===== src/design/rp32_pkg.sv =====
`default_nettype none

package rp32_pkg;

    // Slot count and generator constants
    localparam int NUM_SLOTS_DEF = 32;
    localparam int SEED_W        = 32;
    localparam int VALUE_W       = 32;
    localparam int CAND_W        = 6;
    localparam int CAND_LSB      = 2;

    localparam logic [SEED_W-1:0]  LCG_MUL     = 32'h0019_660D;
    localparam logic [SEED_W-1:0]  LCG_ADD     = 32'h3C6E_F35F;
    localparam logic [VALUE_W-1:0] RESEED_WORD = 32'h610A_660F;

    // Request kinds
    localparam logic KIND_RESEED = 1'b0;
    localparam logic KIND_DRAW   = 1'b1;

    // Control from the sequencer to the slot map
    typedef struct packed {
        logic clear;
        logic mark;
    } map_ctrl_t;

    // Status from the slot map to the sequencer
    typedef struct packed {
        logic cand_free;
        logic all_used;
    } map_stat_t;

endpackage

`default_nettype wire


===== src/design/rp32_lcg.sv =====
`default_nettype none

module rp32_lcg
(
    input  wire logic [rp32_pkg::SEED_W-1:0] x,
    output logic      [rp32_pkg::SEED_W-1:0] y
);

    // One generator step, product truncated to the seed width
    assign y = x * rp32_pkg::LCG_MUL + rp32_pkg::LCG_ADD;

endmodule

`default_nettype wire


===== src/design/rp32_slot_map.sv =====
`default_nettype none

module rp32_slot_map
#(
    parameter int NUM_SLOTS = rp32_pkg::NUM_SLOTS_DEF,
    parameter int SLOT_W    = $clog2(NUM_SLOTS)
)
(
    input  wire logic                        clk,
    input  wire logic                        rst_n,
    input  wire rp32_pkg::map_ctrl_t         ctrl,
    input  wire logic [rp32_pkg::CAND_W-1:0] cand_bits,
    output logic      [SLOT_W-1:0]           cand_slot,
    output rp32_pkg::map_stat_t              stat
);

    localparam int CandCount = 2 ** rp32_pkg::CAND_W;

    logic [NUM_SLOTS-1:0] marks_reg;
    logic [NUM_SLOTS-1:0] marks_next;
    logic [SLOT_W-1:0]    cand_lut [CandCount];

    // Candidate bits modulo the slot count, fixed at elaboration
    for (genvar i = 0; i < CandCount; i++) begin : g_lut
        assign cand_lut[i] = SLOT_W'(i % NUM_SLOTS);
    end

    assign cand_slot      = cand_lut[cand_bits];
    assign stat.cand_free = !marks_reg[cand_slot];
    assign stat.all_used  = &marks_reg;

    // Used marks: clear on reseed, set on a successful draw
    always_comb
    begin
        marks_next = marks_reg;
        if (ctrl.clear)
        begin
            marks_next = '0;
        end
        else if (ctrl.mark)
        begin
            marks_next[cand_slot] = 1'b1;
        end
    end

    always_ff @(posedge clk or negedge rst_n)
    begin
        if (!rst_n)
        begin
            marks_reg <= '0;
        end
        else
        begin
            marks_reg <= marks_next;
        end
    end

endmodule

`default_nettype wire


===== src/design/random_permutation_of_32.sv =====
`default_nettype none

// Hands out slot numbers 0..NUM_SLOTS-1 in pseudo-random order, each at most
// once between reseeds. A reseed request (kind 0) clears all marks, loads
// seed_value when it is nonzero and answers 0x610A660F; the answer passes
// through the result registers and the emit state into the output register.
// A draw request (kind 1) steps the 32-bit linear congruential generator
// once per cycle until bits 7..2 of the seed, modulo NUM_SLOTS, name an
// unused slot, using the single shared multiply-add unit for every step;
// the slot then takes the same path to the output register. While out_stall
// holds a valid output, the result waits in the emit state.
// A draw with every slot used answers value 0 with exhausted set and leaves
// the state as it was; it is timed like a reseed. One request is in flight
// at a time; in_stall is high from accept until the result has been moved
// into the output register.
module random_permutation_of_32
#(
    parameter int NUM_SLOTS = rp32_pkg::NUM_SLOTS_DEF
)
(
    input  wire logic                          clk,
    input  wire logic                          rst_n,
    input  wire logic                          in_valid,
    output logic                               in_stall,
    input  wire logic                          kind,
    input  wire logic [rp32_pkg::SEED_W-1:0]   seed_value,
    output logic                               out_valid,
    input  wire logic                          out_stall,
    output logic      [rp32_pkg::VALUE_W-1:0]  value,
    output logic                               exhausted
);

    localparam int SLOT_W = $clog2(NUM_SLOTS);

    typedef enum logic [1:0] {
        ST_IDLE,
        ST_SEARCH,
        ST_EMIT
    } state_t;

    state_t                          state_reg;
    state_t                          state_next;
    logic [rp32_pkg::SEED_W-1:0]     seed_reg;
    logic [rp32_pkg::SEED_W-1:0]     seed_next;
    logic [rp32_pkg::VALUE_W-1:0]    res_value_reg;
    logic [rp32_pkg::VALUE_W-1:0]    res_value_next;
    logic                            res_exh_reg;
    logic                            res_exh_next;
    logic                            out_valid_reg;
    logic                            out_valid_next;
    logic [rp32_pkg::VALUE_W-1:0]    value_reg;
    logic [rp32_pkg::VALUE_W-1:0]    value_next;
    logic                            exhausted_reg;
    logic                            exhausted_next;

    logic [rp32_pkg::SEED_W-1:0]     lcg_y;
    logic [SLOT_W-1:0]               cand_slot;
    rp32_pkg::map_ctrl_t             map_ctrl;
    rp32_pkg::map_stat_t             map_stat;
    logic                            out_free;

    // Shared generator step
    rp32_lcg u_lcg
    (
        .x (seed_reg),
        .y (lcg_y)
    );

    // Used-slot map and candidate decode
    rp32_slot_map
    #(
        .NUM_SLOTS (NUM_SLOTS),
        .SLOT_W    (SLOT_W)
    )
    u_map
    (
        .clk       (clk),
        .rst_n     (rst_n),
        .ctrl      (map_ctrl),
        .cand_bits (seed_reg[rp32_pkg::CAND_LSB +: rp32_pkg::CAND_W]),
        .cand_slot (cand_slot),
        .stat      (map_stat)
    );

    assign out_free  = !out_valid_reg || !out_stall;
    assign in_stall  = (state_reg != ST_IDLE);
    assign out_valid = out_valid_reg;
    assign value     = value_reg;
    assign exhausted = exhausted_reg;

    // Sequencer
    always_comb
    begin
        state_next     = state_reg;
        seed_next      = seed_reg;
        res_value_next = res_value_reg;
        res_exh_next   = res_exh_reg;
        out_valid_next = out_valid_reg;
        value_next     = value_reg;
        exhausted_next = exhausted_reg;
        map_ctrl       = '0;

        if (out_valid_reg && !out_stall)
        begin
            out_valid_next = 1'b0;
        end

        case (state_reg)
            ST_IDLE:
            begin
                if (in_valid)
                begin
                    if (kind == rp32_pkg::KIND_RESEED)
                    begin
                        map_ctrl.clear = 1'b1;
                        if (seed_value != '0)
                        begin
                            seed_next = seed_value;
                        end
                        res_value_next = rp32_pkg::RESEED_WORD;
                        res_exh_next   = 1'b0;
                        state_next     = ST_EMIT;
                    end
                    else if (map_stat.all_used)
                    begin
                        res_value_next = '0;
                        res_exh_next   = 1'b1;
                        state_next     = ST_EMIT;
                    end
                    else
                    begin
                        seed_next  = lcg_y;
                        state_next = ST_SEARCH;
                    end
                end
            end
            ST_SEARCH:
            begin
                // candidate of the current seed: take it or step again
                if (map_stat.cand_free)
                begin
                    map_ctrl.mark  = 1'b1;
                    res_value_next = rp32_pkg::VALUE_W'(cand_slot);
                    res_exh_next   = 1'b0;
                    state_next     = ST_EMIT;
                end
                else
                begin
                    seed_next = lcg_y;
                end
            end
            ST_EMIT:
            begin
                if (out_free)
                begin
                    out_valid_next = 1'b1;
                    value_next     = res_value_reg;
                    exhausted_next = res_exh_reg;
                    state_next     = ST_IDLE;
                end
            end
            default:
            begin
                state_next = ST_IDLE;
            end
        endcase
    end

    always_ff @(posedge clk or negedge rst_n)
    begin
        if (!rst_n)
        begin
            state_reg     <= ST_IDLE;
            seed_reg      <= '0;
            res_value_reg <= '0;
            res_exh_reg   <= 1'b0;
            out_valid_reg <= 1'b0;
            value_reg     <= '0;
            exhausted_reg <= 1'b0;
        end
        else
        begin
            state_reg     <= state_next;
            seed_reg      <= seed_next;
            res_value_reg <= res_value_next;
            res_exh_reg   <= res_exh_next;
            out_valid_reg <= out_valid_next;
            value_reg     <= value_next;
            exhausted_reg <= exhausted_next;
        end
    end

    // Checks
    a_exh_value_zero: assert property (@(posedge clk) disable iff (!rst_n)
        out_valid && exhausted |-> value == '0)
        else $error("exhausted result carries a nonzero value");

    a_search_has_free: assert property (@(posedge clk) disable iff (!rst_n)
        state_reg == ST_SEARCH |-> !map_stat.all_used)
        else $error("search running with every slot used");

    a_slot_in_range: assert property (@(posedge clk) disable iff (!rst_n)
        out_valid && !exhausted && value != rp32_pkg::RESEED_WORD
            |-> value < rp32_pkg::VALUE_W'(NUM_SLOTS))
        else $error("drawn slot out of range");

endmodule

`default_nettype wire

===== config.mk =====
export PLATFORM = sky130hd
export DESIGN_NAME = random_permutation_of_32
export DESIGN_NICKNAME = d
export VERILOG_FILES = /design/src/design/rp32_pkg.sv /design/src/design/rp32_lcg.sv /design/src/design/rp32_slot_map.sv /design/src/design/random_permutation_of_32.sv
export SDC_FILE = /design/constraint.sdc
export NUM_CORES = 1
export LEC_CHECK = 0
export ABC_AREA = 1
export BUFFER_PORTS_ARGS = -buffer_cell sky130_fd_sc_hd__buf_4
export CORE_UTILIZATION = 25
export CTS_BUF_LIST = sky130_fd_sc_hd__clkbuf_4 sky130_fd_sc_hd__clkbuf_8
export CTS_CLUSTER_SIZE = 28
export DETAILED_ROUTE_END_ITERATION = 8
export GPL_TIMING_DRIVEN = 0
export SYNTH_ARGS = -nofsm -noshare
export SYNTH_HDL_FRONTEND = slang
export SYNTH_SLANG_ARGS = --single-unit
export TNS_END_PERCENT = 100

===== constraint.sdc =====
create_clock -name clk -period 3.35 [get_ports clk]
set_clock_uncertainty 0.2 [all_clocks]
set_input_delay 0.335 -clock clk [delete_from_list [all_inputs] [get_ports clk]]
set_output_delay 0.335 -clock clk [all_outputs]
set_load 0.05 [all_outputs]

After elaboration in Yosys (flattened, before gate mapping)
Memories as Yosys holds them, arrays and structs flattened. Index checks and enable logic that the tools add are counted.

Register bits: 133. Word-level logic and storage cells: 78. Bits in read-only memories: 320. Output and inout bits: 35. Bits of input ports: 37. Memories: 1.

Magnitude comparators: 3. $add $sub $neg: 1. Multipliers: 1. Bitwise logic cells: 2. Equality and inequality tests: 9. Muxes and demuxes: 38. Reduce and logical (&&, ||, !) cells: 15.

Memories: (no name shown) (depth 64, width 5, rd ports 1, clocked after memory_dff 0, write ports 0, RTL line rp32_slot_map.sv:28) `assign cand_slot = cand_lut[cand_bits];`.

Operator list (count): 32-bit two-way mux (11); 32-bit one-hot mux with 2 select lines (2); 32-bit by 30-bit adder with 32-bit output, second input constant (1); 32-bit by 21-bit multiplier with 32-bit output, second input constant (1); 32-bit OR (1); 32-bit AND reduction (1); 32-bit nonzero test (1); 1-bit two-way mux (14); 2-bit two-way mux (5); 5-bit two-way mux (2); 3-bit != test, second input constant (3); 7-bit >= comparator, second input constant (1); 6-bit NOT with 7-bit output (1); 5-bit by 6-bit less-than comparator with 1-bit output, second input constant (1); 2-bit != test, second input constant (3); 2-bit one-hot mux with 3 select lines (1); 2-bit nonzero test (3); 1-bit binary-select mux with 5-bit select (1); 1-bit demux with 5-bit select (1); 5-bit by 1-bit >= comparator with 1-bit output, second input constant (1); 5-bit AND reduction (1); 4-bit AND reduction (1); 3-bit AND reduction (1); 2-bit by 1-bit equality test with 1-bit output, second input constant (1); other kinds (8) (10).

Depth between registers and ports, before layout
Word-level depth: 11. Depth in mapped cells: 20. Depth with buffers taken out: 20.

Modules after synthesis
A second synthesis with hierarchy kept.

Cells, all modules: 1594. Area, all modules: 12313.1 um^2.

Modules (own cells, without submodules): rp32_lcg (times used 1, area an instance 7714.9 um^2, cells each 962); random_permutation_of_32 (times used 1, area an instance 2765.2 um^2, cells each 376); rp32_slot_map (times used 1, area an instance 1833.0 um^2, cells each 256).

Worst setup path after synthesis
OpenSTA, ideal clock, no wires.

Path kind: flip-flop to flip-flop. Start: register seed_reg[3] (netlist bit). End: register seed_reg[6] (netlist bit). Setup time: 0.118 ns. Data arrival time: 3.058 ns. Path buffers: 0. Cell stages (with the launch flop): 19. Slack: -0.026 ns. Cells stage by stage: dfrtp_1 > ha_1 > ha_1 > ha_1 > ha_1 > inv_1 > fa_1 > inv_1 > ha_1 > a21oi_1 > nand2_1 > inv_1 > nand2_1 > nand2_1 > nand2_1 > nand3_1 > nand2_1 > nand3_1 > nand2_1.

Longest elaborated chain between the ends: 8.

Ends and longest elaborated chain: start: declaration (RTL line random_permutation_of_32.sv:43) `logic [rp32_pkg::SEED_W-1:0] seed_reg;`; start signal: assignment (RTL line random_permutation_of_32.sv:184) `seed_reg <= seed_next;`; parallel branches: the longest is 8 deep, another holds 32-bit by 21-bit multiplier with 32-bit output.

Parallel ways; which one is timed is not known. The select of a mux whose other input is x is not followed. A chain may end at the register's enable or synchronous reset.

Final worst setup path
Start: register seed_reg[1] (netlist bit). End: register seed_reg[6] (netlist bit).

Longest elaborated chain between the ends: 6.

Ends and longest elaborated chain: 32-bit by 21-bit multiplier with 32-bit output (*) (RTL line rp32_lcg.sv:10) `assign y = x * rp32_pkg::LCG_MUL + rp32_pkg::LCG_ADD;`; 32-bit by 30-bit adder with 32-bit output (*) (RTL line rp32_lcg.sv:10); 32-bit two-way mux (RTL line random_permutation_of_32.sv:124) `else if (map_stat.all_used)`; 32-bit two-way mux (RTL line random_permutation_of_32.sv:113) `if (kind == rp32_pkg::KIND_RESEED)`; 32-bit two-way mux (RTL line random_permutation_of_32.sv:111) `if (in_valid)`; 32-bit one-hot mux with 2 select lines (*) (RTL line random_permutation_of_32.sv:108) `case (state_reg)`.

Mark *: on every way between the ends. The rest lies on a longest branch, timed or not. The select of a mux whose other input is x is not followed.

==> results.md <==
* Status: finished clean
* Max reg flops at 32
* Final hold viol count at 0
* Worst Hold Class: in -> reg
* Multi-input gate area at ~2200 µm²
* Post-Layout Inst Area at between 4000 and 5000 µm²
* Count leader, synth: nand2_1
* Avg Vias per Cell at roughly 4.2
* Layer with the highest usage: met2
* Global routing usage on met3 at 0.0157
* RSZ-0062 raised after global routing: true
* M2 GR Usage at 0.218
* FP Rows at 44
* Crit path max-delay cell type: fa_1
* Initial antenna violation count at 0
* Clock slew at reported path FFs at around 0.10 ns
* Worst setup SP type: flop
* Worst-Margin Slew at between 0.7 and 0.8 ns
* Root Buffer: clkbuf_8
* Initial Util at 0.260
* Dpl cell area at approximately 4500 µm²
* Share of cells above drive strength 1 at 0.231
* Minimum clock period at around 3.3 ns
* Peak Freq at slightly above 300 MHz
* CP dominant cell by count: inv_2
* CTS Sinks at 56
* Detail Route Antenna Nets at 0
* First-pass GRT wire length at approximately 16000 µm
* Period utilization at 0.989
* Synth top cells by count: nand2_1, nor2_1, dfrtp_1
* CP Max Fanout at 4
* Final Power at around 1.2 mW
* GP Congestion at approximately 0.78
* Sequential share of power at 0.575
* Synth Area per Inst at 6.80 µm²
* Number of flops mapped to enable cells by yosys at 0
* WS Path Type: reg -> reg
* WHS at 0.0915 ns
* Final Max Slew Viols at 0
* Synth Flop Type: dfrtp_1
* Worst path cell trace: ha_4 -> fa_1 -> inv_2 -> ha_4 -> inv_2 -> fa_1 -> inv_2 -> ha_4 -> nand3_2 -> nand2_2 -> inv_2 -> nand2_2 -> nand3_1 -> nand3_1 -> nand2_1 -> nand3_1 -> nand2_1
* Pint at ~870 µW
* Hpwl dp at about 6900 µm
* Post-route DRC at 0
* TritonRoute pass-1 iters at 5
* Pwr Density at 243 nW/µm²
* Cell Area, Synth at 3840 µm²
* Post-synth top area share at 0.365
* Net Sw Power at 305 µW
* Initial DRC count at about 180
* Filler cell count at roughly 1600
* Worst Path Arrival at about 3.3 ns
* Maximum buffer depth of the clock tree at 2
* Layout Utilization at 0.328
* Max-cap violation count at 0
* Asr flop ratio synth at 1.00
* Yosys warning count at 0
* CTS tree: built
* Yosys top cell by area: dfrtp_1
* Flip-flop and latch count after synthesis at between 50 and 60
* Die Height at ~130 µm
* IO Port Bufs at 53
* Ranking of synthesized cells by area: dfrtp_1, nand2_1, nor2_1
* Met1 usage in global routing at 0.157
* Comb power frac at 0.098
* Peak supply drop at ~0.13 mV
* Layout Nets at roughly 710
* CP required at approximately 3.4 ns
* Register area share after synthesis at 0.365
* Slowest stage delay, CP at approximately 0.54 ns
* Register area at ~1400 µm²
* Worst slew margin at 0.508
* Core area at 14800 µm²
* Total negative slack at 0 ns
* Top Ports at 72
* Count of unique library cells instantiated by Yosys at 28
* Clk pwr share at 0.328
* Die width at 126 µm
* Largest net degree at the start of global routing at 57
* Endpoints failing setup at 0
* Detailed-route via count at roughly 3500
* Number of global-route vias before repair at around 3400
* CTS Buf Count at 5
* Syn-to-layout area delta at 26.0%
* Cell count after synthesis at approximately 560
* Routed WL per cell at 11.0 µm
* Die Footprint at roughly 16000 µm²
* LEAKAGE at 2.43 nW
* Critical Path End Type: flop
* Drt total wl at about 9200 µm
* Overflow after GRT at 0
* # H-tree levels at 2
* Sw Ratio at 0.259
* Clock Latency Late Sink at approximately 0.32 ns
* Gr usage total at 0.122
* ANT cells at 0
## power by group through the flow
stage	Combinational (mW)	Clock, mW	Sequential (mW)
2_1_floorplan	0.0666	0	0.689
3_3_place_gp	0.114	0	0.689
3_5_place_dp	0.115	0	0.689
4_1_cts	0.116	0.399	0.676
5_1_grt	0.125	0.427	0.676
6_report	0.115	0.385	0.675
## repair_timing
action                                  in CTS  in global routing
pin swaps                                   11                 19
hold buffers                                 1                  0
endpoints found under the setup margin       3                  3
endpoints found under the hold margin       56                  0
setup buffers                                6                  1
gates resized for setup                     15                 20
## through the flow
step                      setup slack (ns)  cells
after floorplan                     0.0439    581
after global placement              -0.233    818
after detailed placement            -0.215    818
after CTS                          0.00625    833
after global routing               -0.0712    834
final                               0.0361    834
## routing by layer
metal	vias to the layer above	share of wire
met4	0	0.012
met2	54	0.48
met1	1569	0.48
met3	9	0.027
met5	-	0
li1	1850	-
## cell type report
cell class	count	area share
multi-input cells	445	0.459
flip-flops and latches	56	0.291
repair buffers	61	0.0953
plain buffers	39	0.0551
well taps	184	0.0476
inverters	41	0.0324
clock buffers	5	0.0142
clock inverters	3	0.00466
## critical path, delay by kind of cell (launching register included)
kind                       cells  cell delay, ns
and+or+nand+nor                8            0.56
buffers and inverters          4            0.18
adders and majority gates      5            1.82
DFF                            1            0.47
## layout by cell type, fill, tap and decap left out, drive strengths merged
master and instances:
buf 93, xnor2 2, dfrtp 56, clkinv 3, fa 5, inv 41, nor3 8, clkbuf 11
a21oi 2, conb 18, dlygate4sd3 1, o21ai 11, nand4 6, nand3 17, ha 16, nand2 214
nand3b 1, o41ai 1, mux2 7, nor2 137
## path summary, 6_finish.rpt
kind / startpoint / end / slack (ns) / cells after the start
setup / recovery: seed_reg[1]$_DFFE_PN0P_ / seed_reg[6]$_DFFE_PN0P_ / 0.04 / 17
hold / removal: out_stall / out_valid$_DFF_PN0_ / 0.09 / 3
setup reg to reg: seed_reg[1]$_DFFE_PN0P_ / seed_reg[6]$_DFFE_PN0P_ / 0.04 / 17
hold reg to reg: res_value_reg[2]$_DFFE_PN0P_ / res_value_reg[2]$_DFFE_PN0P_ / 0.28 / 2
max in group asynchronous: rst_n / seed_reg[5]$_DFFE_PN0P_ / 2.03 / 2
min in group asynchronous: rst_n / u_map.marks_reg[27]$_DFFE_PN0P_ / 0.41 / 2
## cells by family after synthesis
group	Yosys count	synth area share
and+or+nand+nor	383	0.402
buffers and inverters	80	0.110
DFF	56	0.365
adders and majority gates	21	0.0783
AOI/OAI and AO/OA	14	0.0192
muxes	7	0.0205
xor gates and xnor gates	2	0.00457
other	1	0.000978
Power figures use the tool's default switching activity.
